==> src/hdl/fmt_pkg.sv <==
// fmt_pkg: shared types, register codes and constants of the fm modulator
// with tone injection. No dependencies; the interfaces and queue omit it.
package fmt_pkg;

  localparam int CFG_ADDR_W  = 3;
  localparam int CFG_DATA_W  = 31;
  localparam int LEVEL_W     = 15;
  localparam int STEP_W      = 31;
  localparam int Q30_FRAC    = 30;
  localparam int Q30_W       = 32;
  localparam int KIND_W      = 2;
  localparam int QUEUE_DEPTH = 4;

  localparam logic [LEVEL_W-1:0] SCALE_RESET = 15'h7fff;

  typedef enum logic [CFG_ADDR_W-1:0] {
    REG_ENABLE      = 3'd0,
    REG_TONE_ENABLE = 3'd1,
    REG_TONE_LEVEL  = 3'd2,
    REG_TONE_SCALE  = 3'd3,
    REG_TONE_STEP   = 3'd4,
    REG_DEV_STEP    = 3'd5
  } cfg_reg_t;

  typedef struct packed {
    logic               enable;
    logic               tone_enable;
    logic [LEVEL_W-1:0] tone_level;
    logic [LEVEL_W-1:0] tone_scale;
    logic [STEP_W-1:0]  tone_step;
    logic [STEP_W-1:0]  dev_step;
  } cfg_t;

  typedef enum logic {
    OP_PROCESS = 1'b0,
    OP_CLEAR   = 1'b1
  } op_t;

  // work class of a queued item, decided at the front
  typedef enum logic [KIND_W-1:0] {
    KIND_CLEAR,
    KIND_BYPASS,
    KIND_MOD,
    KIND_MOD_TONE
  } kind_t;

  typedef enum logic [1:0] {
    SN_IDLE,
    SN_MUL,
    SN_ACC
  } sn_state_t;

  // sine unit step numbers
  localparam logic [2:0] STEP_T2        = 3'd0;
  localparam logic [2:0] STEP_POLY_LAST = 3'd4;
  localparam logic [2:0] STEP_SIN       = 3'd5;
  localparam logic [2:0] SIN_COEF_TOP   = 3'd4;

  typedef enum logic [4:0] {
    BK_IDLE,
    BK_BYPASS,
    BK_TONE_ADV,
    BK_TCOS_GO,
    BK_TCOS_WAIT,
    BK_TERM_MUL,
    BK_SUM,
    BK_SCALE_MUL,
    BK_SAT,
    BK_INC_MUL,
    BK_PHASE,
    BK_MCOS_GO,
    BK_MCOS_WAIT,
    BK_OI_MUL,
    BK_MSIN_GO,
    BK_MSIN_WAIT,
    BK_OQ_MUL,
    BK_EMIT
  } bk_state_t;

  // odd polynomial for sin(pi/2*t), Q30
  function automatic logic signed [Q30_W-1:0] sin_coef(input logic [2:0] k);
    case (k)
      3'd0:    return 32'sd1686629713;
      3'd1:    return -32'sd693598668;
      3'd2:    return 32'sd85569305;
      3'd3:    return -32'sd5026995;
      3'd4:    return 32'sd172271;
      default: return '0;
    endcase
  endfunction

endpackage

==> src/hdl/fmt_in_if.sv <==
// fmt_in_if: sample input channel, valid/ready with operation and I/Q.
// No dependencies.
interface fmt_in_if #(parameter int SAMPLE_BITS = 16);
  logic                          valid;
  logic                          ready;
  logic                          operation;
  logic signed [SAMPLE_BITS-1:0] in_i;
  logic signed [SAMPLE_BITS-1:0] in_q;

  modport source(output valid, operation, in_i, in_q, input ready);
  modport sink(input valid, operation, in_i, in_q, output ready);
endinterface

==> src/hdl/fmt_front.sv <==
// fmt_front: configuration registers and input classification.
// Depends on fmt_pkg and fmt_in_if; feeds fmt_queue.
module fmt_front #(
  parameter int SAMPLE_BITS = 16
) (
  input  logic                              clk,
  input  logic                              rst_n,
  fmt_in_if.sink                            in_ch,
  input  logic                              cfg_we,
  input  logic [fmt_pkg::CFG_ADDR_W-1:0]    cfg_addr,
  input  logic [fmt_pkg::CFG_DATA_W-1:0]    cfg_wdata,
  input  logic                              q_full,
  output logic                              push,
  output logic [fmt_pkg::KIND_W+2*SAMPLE_BITS-1:0] push_data,
  output fmt_pkg::cfg_t                     cfg
);
  import fmt_pkg::*;

  cfg_t  cfg_r, cfg_nxt;
  kind_t kind;

  always_comb begin
    cfg_nxt = cfg_r;
    if (cfg_we) begin
      case (cfg_addr)
        REG_ENABLE:      cfg_nxt.enable      = cfg_wdata[0];
        REG_TONE_ENABLE: cfg_nxt.tone_enable = cfg_wdata[0];
        REG_TONE_LEVEL:  cfg_nxt.tone_level  = cfg_wdata[LEVEL_W-1:0];
        REG_TONE_SCALE:  cfg_nxt.tone_scale  = cfg_wdata[LEVEL_W-1:0];
        REG_TONE_STEP:   cfg_nxt.tone_step   = cfg_wdata[STEP_W-1:0];
        REG_DEV_STEP:    cfg_nxt.dev_step    = cfg_wdata[STEP_W-1:0];
        default:         cfg_nxt = cfg_r;
      endcase
    end
  end

  always_ff @(posedge clk) begin
    if (!rst_n) begin
      cfg_r.enable      <= 1'b0;
      cfg_r.tone_enable <= 1'b0;
      cfg_r.tone_level  <= '0;
      cfg_r.tone_scale  <= SCALE_RESET;
      cfg_r.tone_step   <= '0;
      cfg_r.dev_step    <= '0;
    end else begin
      cfg_r <= cfg_nxt;
    end
  end

  // user must change config only while idle (not enforced here); classifying relies on it
  always_comb begin
    if (op_t'(in_ch.operation) == OP_CLEAR) begin
      kind = KIND_CLEAR;
    end else if (!cfg_r.enable) begin
      kind = KIND_BYPASS;
    end else if (cfg_r.tone_enable) begin
      kind = KIND_MOD_TONE;
    end else begin
      kind = KIND_MOD;
    end
  end

  assign in_ch.ready = !q_full;
  assign push        = in_ch.valid && !q_full;
  assign push_data   = {kind, in_ch.in_i, in_ch.in_q};
  assign cfg         = cfg_r;

endmodule

==> src/flat_wrapper.sv <==
// flat-port wrapper written by rule: the top's interface ports become plain ports
module fmt_front_flat import fmt_pkg::*;
#(
  parameter int SAMPLE_BITS = 16
)
  (clk, rst_n, cfg_we, cfg_addr, cfg_wdata, q_full, push, push_data, cfg, in_ch_valid, in_ch_operation, in_ch_in_i, in_ch_in_q, in_ch_ready);
  fmt_in_if #(.SAMPLE_BITS(SAMPLE_BITS)) in_ch_i ();
  input  logic clk;
  input  logic rst_n;
  input  logic cfg_we;
  input  logic [fmt_pkg::CFG_ADDR_W-1:0] cfg_addr;
  input  logic [fmt_pkg::CFG_DATA_W-1:0] cfg_wdata;
  input  logic q_full;
  output logic push;
  output logic [fmt_pkg::KIND_W+2*SAMPLE_BITS-1:0] push_data;
  output fmt_pkg::cfg_t cfg;
  input wire logic [$bits(in_ch_i.valid)-1:0] in_ch_valid;
  input wire logic [$bits(in_ch_i.operation)-1:0] in_ch_operation;
  input wire logic [$bits(in_ch_i.in_i)-1:0] in_ch_in_i;
  input wire logic [$bits(in_ch_i.in_q)-1:0] in_ch_in_q;
  output wire logic [$bits(in_ch_i.ready)-1:0] in_ch_ready;
  assign in_ch_i.valid = in_ch_valid;
  assign in_ch_i.operation = in_ch_operation;
  assign in_ch_i.in_i = in_ch_in_i;
  assign in_ch_i.in_q = in_ch_in_q;
  assign in_ch_ready = in_ch_i.ready;
  fmt_front #(.SAMPLE_BITS(SAMPLE_BITS)) u_core (.clk(clk), .rst_n(rst_n), .in_ch(in_ch_i), .cfg_we(cfg_we), .cfg_addr(cfg_addr), .cfg_wdata(cfg_wdata), .q_full(q_full), .push(push), .push_data(push_data), .cfg(cfg));
endmodule
==> config.mk <==
export PLATFORM = sky130hd
export DESIGN_NAME = fmt_front_flat
export DESIGN_NICKNAME = d
export VERILOG_FILES = /design/src/hdl/fmt_pkg.sv /design/src/hdl/fmt_in_if.sv /design/src/hdl/fmt_front.sv /design/src/flat_wrapper.sv
export SDC_FILE = /design/constraint.sdc
export NUM_CORES = 1
export LEC_CHECK = 0
export BUFFER_PORTS_ARGS = -buffer_cell sky130_fd_sc_hd__buf_2
export CAP_MARGIN = 20
export CORE_MARGIN = 5
export CORE_UTILIZATION = 31
export CTS_CLUSTER_DIAMETER = 120
export CTS_CLUSTER_SIZE = 8
export DETAILED_ROUTE_END_ITERATION = 10
export SETUP_SLACK_MARGIN = 0.4
export SLEW_MARGIN = 0
export SYNTH_ARGS = -nofsm -noshare
export SYNTH_HDL_FRONTEND = slang
export SYNTH_SLANG_ARGS = --single-unit
==> constraint.sdc <==
create_clock -name clk -period 1.2 [get_ports clk]
set_input_delay 0.12 -clock clk [delete_from_list [all_inputs] [get_ports clk]]
set_output_delay 0.12 -clock clk [all_outputs]
set_load 0.01 [all_outputs]
Word level (Yosys, flattened, before mapping)
Cells that the tools add are included.

storage, ports and cells
  flip-flop bits (word level) = 94
  output and inout port bits = 130

cells by class
  equality and inequality tests = 5
  multiplexer cells = 3
  reduce and logical (&&, ||, !) cells = 9

operators with widths
  operator                                             number
  AND reduction 2 bit                                  6
  equality test 3 x 2 -> 1 bit, second input constant  2
  equality test 3 bit, second input constant           2
  2-to-1 mux 2 bit                                     2
  equality test 3 x 1 -> 1 bit, second input constant  1
  zero test 3 bit                                      1
  logical AND 1 bit                                    1
  zero test 1 bit                                      1
  2-to-1 mux 1 bit                                     1

Logic depth before layout (Yosys ltp)
Gate-level depths: netlist of run 1.

  depth in word-level cells = 3
  gate-level depth with buffers = 4
  mapped depth without buffers = 2

Least setup slack after synthesis of run 1
OpenSTA, ideal clock, no wires.

  path type = input to register
  start = in cfg_addr[0] (netlist bit)
  end = reg u_core.cfg_r, in the netlist u_core.cfg[31]
  setup time = 0.072 ns
  arrival = 0.805 ns
  setup slack = 0.323 ns
  stages = 4
  cell sequence = and4bb_1 > buf_6 > buf_6 > mux2i_1

between the ends
  longest elaborated chain between the ends = 2

RTL lines
  item                                  RTL line            text
  start, declared                       flat_wrapper.sv:11  input logic [fmt_pkg::CFG_ADDR_W-1:0] cfg_addr;
  equality test 3 bit                   fmt_front.sv:25     case (cfg_addr)
  AND reduction 2 bit (no source line)  --
  end signal, assigned                  fmt_front.sv:46     cfg_r <= cfg_nxt;
  end, declared                         fmt_front.sv:19     cfg_t cfg_r, cfg_nxt;

No other way between the ends.
A chain may end at the register's enable or synchronous reset.

Worst setup path in the final report of run 1
  start = reg u_core.cfg_r, in the netlist u_core.cfg[93]
  end = out push_data[33] (netlist bit)

between the ends
  longest elaborated chain between the ends = 2

RTL lines
  item              RTL line            text
  2-to-1 mux 2 bit  fmt_front.sv:54     end else if (!cfg_r.enable) begin
  2-to-1 mux 2 bit  fmt_front.sv:52     if (op_t'(in_ch.operation) == OP_CLEAR) begin
  end, declared     flat_wrapper.sv:15  output logic [fmt_pkg::KIND_W+2*SAMPLE_BITS-1:0] push_data;

No other way between the ends.

==> results.sh, run 1 <==
export IMPL_outcome="finished clean"
export IMPL_hpwl_mm=6.96
export IMPL_tns_ps=0
export IMPL_setup_viol=0
export IMPL_fin_skew_ps=0
export IMPL_antenna_left=0
export IMPL_viasPerCell=4.38
export IMPL_drt_iter0_drc=70
export IMPL_track_usage_pct=13.1
export IMPL_grt_pass1_vias=3035
export IMPL_die_y_um=122
export IMPL_wl_per_cell_um=14.5
export IMPL_vias=3007
export IMPL_worstPathRequired_ps=1080
export IMPL_clock_sinks=94
export IMPL_cts_root_buf="clkbuf_16"
export IMPL_synth_top_cell_area_share_pct=48.0
export IMPL_synth_area_top_cells="dfxtp_1, mux2i_1, nand2_1, buf_4, nor2b_1"
export IMPL_wl_mm=9.92
export IMPL_rsz0062_at_grt="true"
export IMPL_placed_cells=658
export IMPL_row_count=41
export IMPL_syn_cell_area_sq_um=3920
export IMPL_crit_chain="nor2b_1 > buf_2"
export IMPL_timing_final_crit_period_ps=1120
export IMPL_initial_core_util_pct=31.3
export IMPL_cp_slowest_cell="dfxtp_2"
export IMPL_slew_viol_final=0
export IMPL_die_area_sq_um=15000
export IMPL_multi_input_area_sq_um=1620
export IMPL_synthCells=397
export IMPL_synth_nets=469
export IMPL_irDropWorstVdd_uv=515
export IMPL_max_freq_mhz=892
export IMPL_port_buffer_count=137
export IMPL_worstPathArrival_ps=1000
export IMPL_place_gp_congestion=0.737
export IMPL_htree_levels=3
export IMPL_die_w_um=122
export IMPL_critPathTopFamily="flip-flops"
export IMPL_grt_pass1_wl_mm=15.2
export IMPL_hold_class="in2reg"
export IMPL_cp_num_buf_inv=1
export IMPL_worst_pin_slew_ps=380
export IMPL_drive_gt1_share_pct=52.7
export IMPL_crit_path_end_kind="output port"
export IMPL_power_density_nw_per_um2=1180
export IMPL_stdcell_area_sq_um=5680
export IMPL_area_delta_synth_final_pct=44.8
export IMPL_ys_seq_elements=94
export IMPL_grt_max_degree=40
export IMPL_register_area_sq_um=2000
export IMPL_drv_cap=0
export IMPL_relSlewSlack_pct=74.3
export IMPL_antennaDiodeCount=0
export IMPL_finalNetCount=582
export IMPL_gr_total_overflow=0
export IMPL_post_synth_top_area_cell="dfxtp_1"
export IMPL_synth_seq_area_share_pct=48.0
export IMPL_worstSetupStartpointType="flip-flop"
export IMPL_insertion_delay_ps=340
export IMPL_firstDrtPassIters=4
export IMPL_p_leak_nw=2.57
export IMPL_timing_hold_violations_final=0
export IMPL_synth_cell_types=16
export IMPL_nFillCells=1187
export IMPL_fin_cells=686
export IMPL_finalCritPeriodShare_pct=93.5
export IMPL_dpl_instance_area_sq_um=4560
export IMPL_slowest_delay_ps=360
export IMPL_syn_avg_cell_area_sq_um=9.88
export IMPL_ioPinCount=202
export IMPL_cts_tree="yes"
export IMPL_worst_path_max_fanout=4
export IMPL_cts_buffer_depth=2
export IMPL_drc=0
export IMPL_numCtsBuffers=9
export IMPL_crit_type="reg2out"
export IMPL_largest_register_ffs=94
export IMPL_yosysWarnings=0
export IMPL_antenna_found_initial=1
export IMPL_coreArea_sq_um=12500
export IMPL_clk_pin_slew_ps=60
-- timing repair --
item | 4_1_cts | 5_1_grt
hold buffers | 0 | 0
setup endpoints to repair | 96 | 103
pin swaps | 1 | 0
setup buffers | 5 | 8
resized for setup | 190 | 4
-- cells in the final DEF (no fill, tap or decap) --
cell | Yosys | final
nor4bb_1 | 1 | 1
clkbuf_8 | 0 | 1
and4b_1 | 1 | 1
bufinv_16 | 0 | 1
buf_6 | 7 | 97
buf_12 | 0 | 6
mux2i_1 | 94 | 94
clkinv_2 | 0 | 1
nor4b_1 | 1 | 1
a21oi_2 | 0 | 1
nand4b_1 | 1 | 1
buf_2 | 9 | 42
nor2b_1 | 32 | 32
and4bb_2 | 0 | 1
inv_1 | 2 | 2
clkbuf_16 | 0 | 9
clkinvlp_4 | 0 | 2
nand4bb_1 | 1 | 1
buf_4 | 35 | 15
inv_6 | 0 | 1
dfxtp_2 | 0 | 94
nand2_1 | 110 | 110
-- metal layers --
| metal | vias up | wire length (um) | global-route usage (%) | part of all wire (%) |
|---|---|---|---|---|
| met3 | 18 | 938 | 5.62 | 9.5 |
| li1 | 1478 | - | - | - |
| met1 | 1404 | 4090 | 15.0 | 41 |
| met5 | - | 11 | 0 | 0.11 |
| met2 | 105 | 4700 | 20.9 | 47 |
| met4 | 2 | 184 | 6.30 | 1.9 |
-- tightest hold or removal path, cell delays in order --
cell and delay (ps):
buf_2 90, nand2_1 60, mux2i_1 60
-- final timing paths --
kind	endpoint	slack, ps	start	cells past startpoint
worst max register to register	u_core.cfg[54]	420	u_core.cfg[54]	4
worst min register to register	u_core.cfg[60]	460	u_core.cfg[60]	2
worst max-delay path	push_data[33]	80	u_core.cfg[93]	2
worst min-delay path	u_core.cfg[59]	40	cfg_wdata[28]	3
-- logic make-up after synthesis --
logic type / count (synthesis) / share of synthesized area (%)
flops: 94 / 48.0
compound gates: 1 / 0.127
mux: 94 / 24.0
buf+inv: 60 / 10.7
simple gates: 148 / 17.2
-- synth_stat cells, drive strengths merged --
master / n
nand4bb: 1
nand4b: 1
and4bb: 1
clkbuf: 7
nand2: 110
buf: 51
and4b: 1
nor4b: 1
a21oi: 1
nor4bb: 1
mux2i: 94
inv: 2
nor2b: 32
dfxtp: 94
-- report_power, final --
group / leakage (nW) / internal [mW] / switching (mW)
clock: 0.141 / 1.66 / 1.19
combinational: 1.64 / 0.319 / 0.291
sequential: 0.793 / 3.20 / 0.0520
total: 2.57 / 5.18 / 1.53
-- through the flow --
stage | setup WS [ps] | hold slack (ps) | total power [mW] | util, %
4_1_cts | 108 | 25.1 | 6.81 | 44.8
3_5_place_dp | 57.0 | 240 | 3.82 | 36.5
6_report | 78.5 | 43.5 | 6.72 | 45.4
2_1_floorplan | 325 | 282 | 3.70 | -
3_3_place_gp | 127 | 240 | 3.81 | 36.5
5_1_grt | 30.2 | 43.9 | 7.03 | 45.4
-- layout make-up --
cell class                      count  area share (%)
Clock buffer                       10            4.21
Clock inverter                      5            1.04
Inverter                            2           0.132
Multi-Input combinational cell    243            28.6
Sequential cell                    94            35.2
Tap cell                          172            3.79
Timing Repair Buffer              160            27.0
Note: power is estimated with default switching activity, not from simulation.
==> inputs of run 2 (changes only) <==
- ABC_AREA: default -> 1
- REMOVE_ABC_BUFFERS: default -> 1
- clock period: 1.2 -> 1.3 ns (I/O delays scaled with it)
==> run 2 against run 1 <==
  * Utilization increased by 0.83 points
  * Combinational power up 45%
  * Clock power fell by 11%
  * Non-clock buffer count up 5
  * Via count rose by 29%
==> results.sh, run 2 <==
export IMPL_outcome="finished clean"
export IMPL_busiest_layer="met2"
export IMPL_syn_cell_area_sq_um=3980
export IMPL_largest_register_ffs=94
export IMPL_synth_top_cell_area_share_pct=47.3
export IMPL_track_usage_pct=18.1
export IMPL_fin_skew_ps=0
export IMPL_coreArea_sq_um=12600
export IMPL_finalCritPeriodShare_pct=85.3
export IMPL_cts_root_buf="clkbuf_16"
export IMPL_rsz0062_at_grt="true"
export IMPL_final_common_cell="nor2_1"
export IMPL_synth_most_common_cell="nor2_1"
export IMPL_crit_type="reg2out"
export IMPL_antennaDiodeCount=0
export IMPL_drt_iter0_drc=145
export IMPL_initial_core_util_pct=31.5
export IMPL_numCtsBuffers=9
export IMPL_cts_tree="yes"
export IMPL_slowest_delay_ps=340
export IMPL_synth_commonest_cells="nor2_1, nand2_1, dfxtp_1, nand3_1, inv_1"
export IMPL_post_route_util_pct=46.2
export IMPL_drv_cap=0
export IMPL_drive_gt1_share_pct=40.8
export IMPL_synthCells=578
export IMPL_fin_cells=866
export IMPL_stdcell_area_sq_um=5830
export IMPL_max_freq_mhz=902
export IMPL_cts_buffer_depth=2
export IMPL_firstDrtPassIters=7
export IMPL_htree_levels=3
export IMPL_worstSetupStartpointType="flip-flop"
export IMPL_worstPathRequired_ps=1170
export IMPL_ioPinCount=202
export IMPL_drc=0
export IMPL_vias=3865
export IMPL_ys_seq_elements=94
export IMPL_synth_seq_area_share_pct=47.3
export IMPL_crit_top_cell="nor2_1"
export IMPL_worstPathArrival_ps=980
export IMPL_syn_avg_cell_area_sq_um=6.88
export IMPL_placed_cells=841
export IMPL_die_w_um=123
export IMPL_crit_path_end_kind="output port"
export IMPL_final_cell_mix="nor2_1, nand2_1, nand3_1, dfxtp_2, buf_6"
export IMPL_synth_cell_types=13
export IMPL_dp_slack_ps=191
export IMPL_insertion_delay_ps=340
export IMPL_irDropWorstVdd_uv=509
export IMPL_cp_slowest_cell="dfxtp_2"
export IMPL_grt_pass1_wl_mm=20.5
export IMPL_async_flop_share_pct=0
export IMPL_post_synth_top_area_cell="dfxtp_1"
export IMPL_synth_ff_type="dfxtp_1"
export IMPL_power_density_nw_per_um2=1120
export IMPL_final_setup_worst_slack_ps=191
export IMPL_use_met3_pct=9.19
export IMPL_whs_ps=17.6
export IMPL_synth_area_top_cells="dfxtp_1, nor2_1, nand3_1, nand2_1, buf_4"
export IMPL_timing_hold_violations_final=0
export IMPL_slew_viol_final=0
export IMPL_crit_chain="inv_2 > nor2_1 > nor2_1 > buf_2"
export IMPL_grt_max_degree=54
export IMPL_viasPerCell=4.46
export IMPL_row_count=41
export IMPL_grt_pass1_vias=3652
export IMPL_setup_viol=0
export IMPL_relSlewSlack_pct=83.1
export IMPL_use_met2_pct=26.1
export IMPL_die_area_sq_um=15200
export IMPL_hpwl_mm=8.95
export IMPL_die_y_um=123
export IMPL_p_leak_nw=2.75
export IMPL_hold_class="in2reg"
export IMPL_grtUsageMet1_pct=23.2
export IMPL_dpl_instance_area_sq_um=4760
export IMPL_place_gp_congestion=0.732
export IMPL_clk_pin_slew_ps=70
export IMPL_antenna_left=0
export IMPL_wl_per_cell_um=15.4
export IMPL_synth_edf_count=0
export IMPL_port_buffer_count=137
export IMPL_worst_path_max_fanout=2
export IMPL_finalNetCount=761
export IMPL_gr_total_overflow=0
export IMPL_timing_final_crit_period_ps=1110
export IMPL_antenna_found_initial=0
export IMPL_clock_sinks=94
export IMPL_area_delta_synth_final_pct=46.5
export IMPL_wl_mm=13.4
export IMPL_yosysWarnings=0
export IMPL_worst_pin_slew_ps=253
-- run 2: area by class of cell --
cell class              instances  area, sq um
clock buffers                  13          270
clock inverters                 3         17.5
fillers                      1288         6790
inverters                      39          146
multi-input cells             380         1590
flip-flops and latches         94         2000
well taps                     172          215
repair buffers                165         1590
-- run 2: report_power, final --
group / total [mW] / internal [mW] / switching (mW)
combinational: 0.882 / 0.415 / 0.466
sequential: 3.07 / 3.00 / 0.0731
clock: 2.55 / 1.45 / 1.10
total: 6.51 / 4.87 / 1.64
-- run 2: path summary, 6_finish.rpt --
path / cells past startpoint / startpoint / endpoint / slack, ps
min reg2reg: 2 / u_core.cfg[71] / u_core.cfg[71] / 460
min: 3 / cfg_wdata[11] / u_core.cfg[73] / 20
max: 4 / u_core.cfg[93] / push_data[32] / 190
max reg2reg: 3 / u_core.cfg[93] / u_core.cfg[93] / 570
-- run 2: what timing repair did --
| item | 4_1_cts | 5_1_grt |
|---|---|---|
| hold buffers | 4 | 0 |
| endpoints found under the setup margin | 96 | 96 |
| resized for setup | 189 | 2 |
| pin swaps | 1 | 0 |
| cloned | 0 | 0 |
| hold endpoints to repair | 4 | 0 |
| setup buffers | 3 | 2 |
-- run 2: cells by family after synthesis --
kind of cell | Yosys count | synth area share (%)
DFF | 94 | 47.3
and+or+nand+nor | 378 | 39.0
AOI/OAI and AO/OA | 2 | 0.252
buffers and inverters | 104 | 13.5
-- run 2: layer usage --
layer	share of wire [%]	up-vias
li1	-	1963
met1	44	1741
met2	44	148
met3	11	13
met4	1.3	0
met5	0	-
-- run 2: through the flow --
stage / TNS (ps) / power, mW
3_3_place_gp: 0 / 3.85
6_report: 0 / 6.51
2_1_floorplan: -13230 / 3.45
3_5_place_dp: 0 / 3.85
5_1_grt: 0 / 6.81
4_1_cts: 0 / 6.59
-- run 2: worst max-delay path: cells and delay by family (launching register included) --
family                 cells  cell delay, ps
DFF                        1             340
and+or+nand+nor            2             120
buffers and inverters      2             170
==> inputs of run 3 (changes only) <==
- SETUP_SLACK_MARGIN: 0.4 -> default
==> run 3 against run 2 <==
  * Clock power hardly changed
  * Register-to-register slack improved by 130 ps
  * Final area fell by 13%
  * Clock skew did not move
  * Fmax is 4.1% lower
  * Worst hold slack hardly changed
  * Highest routed layer unchanged
  * Largest power group unchanged
  * Sequential cell count unchanged
  * First-iteration DRC count up 15%
  * Global-route usage decreased by 0.95 points
==> results.sh, run 3 (same netlist as run 2, synthesis figures left out) <==
export IMPL_outcome="finished clean"
export IMPL_fin_skew_ps=0
export IMPL_dpl_instance_area_sq_um=4760
export IMPL_worst_pin_slew_ps=254
export IMPL_die_w_um=123
export IMPL_drv_cap=0
export IMPL_final_cell_mix="nor2_1, buf_2, nand2_1"
export IMPL_setup_viol=0
export IMPL_initial_core_util_pct=31.5
export IMPL_critical_path_depth=4
export IMPL_drt_iter0_drc=167
export IMPL_worstPathArrival_ps=1030
export IMPL_cts_tree="yes"
export IMPL_fin_cells=861
export IMPL_sequentialPowerShare_pct=47.9
export IMPL_gr_total_overflow=0
export IMPL_whs_ps=18.0
export IMPL_crit_chain="inv_1 > nor2_1 > nor2_1 > buf_2"
export IMPL_die_area_sq_um=15200
export IMPL_r2r_slack_ps=700
export IMPL_final_setup_worst_slack_ps=143
export IMPL_crit_path_end_kind="output port"
export IMPL_clock_sinks=94
export IMPL_cp_num_buf_inv=2
export IMPL_p_leak_nw=2.58
export IMPL_irDropWorstVdd_uv=513
export IMPL_stdcell_area_sq_um=5090
export IMPL_timing_hold_violations_final=0
export IMPL_max_freq_mhz=864
export IMPL_cts_root_buf="clkbuf_16"
export IMPL_die_y_um=123
export IMPL_worstPathRequired_ps=1170
export IMPL_drc=0
export IMPL_register_area_sq_um=1880
export IMPL_hpwl_mm=8.95
export IMPL_port_buffer_count=137
export IMPL_row_count=41
export IMPL_slowest_delay_ps=360
export IMPL_track_usage_pct=17.1
export IMPL_dp_slack_ps=191
export IMPL_ioPinCount=202
export IMPL_slew_viol_final=0
export IMPL_cts_resized=0
export IMPL_critPathTopFamily="flip-flops"
export IMPL_grt_pass1_vias=3495
export IMPL_final_common_cell="nor2_1"
export IMPL_antenna_left=0
export IMPL_crit_path_start="u_core.cfg[93]"
export IMPL_numCtsBuffers=9
export IMPL_insertion_delay_ps=340
export IMPL_rsz0062_at_grt="false"
export IMPL_place_gp_congestion=0.732
export IMPL_post_route_util_pct=40.3
export IMPL_p_sw_mw=1.60
export IMPL_grt_pass1_wl_mm=19.4
export IMPL_finalNetCount=756
export IMPL_placed_cells=841
export IMPL_timing_final_crit_period_ps=1160
export IMPL_crit_type="reg2out"
export IMPL_combPwrFrac_pct=11.9
export IMPL_firstDrtPassIters=4
export IMPL_power_density_nw_per_um2=1240
export IMPL_p_clk_share_pct=40.1
export IMPL_regToRegEndpoint="u_core.cfg[93]"
export IMPL_p_int_mw=4.73
export IMPL_cp_slowest_cell="dfxtp_1"
export IMPL_largest_register_ffs=94
export IMPL_worstSetupStartpointType="flip-flop"
export IMPL_critPathCapture="push_data[32]"
export IMPL_wl_per_cell_um=14.8
export IMPL_cts_buffer_depth=2
export IMPL_drive_gt1_share_pct=26.4
export IMPL_r2r_start="u_core.cfg[93]"
export IMPL_area_delta_synth_final_pct=28.0
export IMPL_wl_mm=12.8
export IMPL_htree_levels=3
export IMPL_clk_pin_slew_ps=60
export IMPL_antennaDiodeCount=0
export IMPL_finalCritPeriodShare_pct=89.0
export IMPL_worst_path_max_fanout=3
export IMPL_grt_max_degree=54
export IMPL_crit_top_cell="nor2_1"
export IMPL_multi_input_area_sq_um=1590
export IMPL_antenna_found_initial=0
export IMPL_viasPerCell=4.37
export IMPL_coreArea_sq_um=12600
export IMPL_relSlewSlack_pct=83.0
export IMPL_nFillCells=1361
export IMPL_switching_share_pct=25.2
export IMPL_hold_class="in2reg"
export IMPL_worstRegToRegCells=2
export IMPL_vias=3764
-- run 3: cell count changes in the layout (fill, tap and decap cells not counted), sizes merged --
cell	change
buf	-5
-- run 3: stage by stage --
stage	total power, mW	setup TNS [ps]
finish	6.33	0
global placement	3.85	0
global route	6.63	0
CTS	6.43	0
floorplan	3.45	-13230
detailed placement	3.85	0
-- run 3: per-layer routing --
layer	routed length (um)	vias up	track usage, %
met4	166	0	5.81
met2	5260	150	23.9
met3	1600	13	9.01
li1	-	1954	-
met5	0	-	1.74
met1	5730	1647	22.3
-- run 3: worst min-delay path by stage --
stage,from,endpoint,depth (start not counted)
final,cfg_wdata[13],u_core.cfg[75],3
after floorplan,rst_n,u_core.cfg[62],1
after global routing,cfg_wdata[11],u_core.cfg[73],3
after global placement,in_ch_in_i[10],push_data[26],0
after detailed placement,in_ch_in_i[10],push_data[26],0
after CTS,cfg_wdata[13],u_core.cfg[75],3
-- run 3: final cells by class --
cell class / instances / share of cell area, %
sequential: 94 / 37.0
clock buffer: 13 / 5.31
inverter: 39 / 2.88
clock inverter: 3 / 0.344
tap: 172 / 4.23
multi-input combinational: 380 / 31.2
timing repair buffer: 160 / 19.1
-- run 3: worst register-to-register path, cell delays in order (launching register included) --
cell and delay [ps]:
dfxtp_1 330, a21oi_1 110, nor2_1 50
-- run 3: what timing repair did --
| item | 4_1_cts | 5_1_grt |
|---|---|---|
| hold endpoints to repair | 4 | 0 |
| setup buffers | 0 | 0 |
| hold buffers | 4 | 0 |
-- run 3: power by group through the flow --
| stage | combinational [mW] | sequential, mW | clock (mW) |
|---|---|---|---|
| after floorplan | 0.311 | 3.14 | 0 |
| after global placement | 0.757 | 3.09 | 0 |
| after detailed placement | 0.757 | 3.10 | 0 |
| after CTS | 0.769 | 3.03 | 2.63 |
| after global routing | 0.855 | 3.04 | 2.74 |
| final | 0.755 | 3.03 | 2.54 |
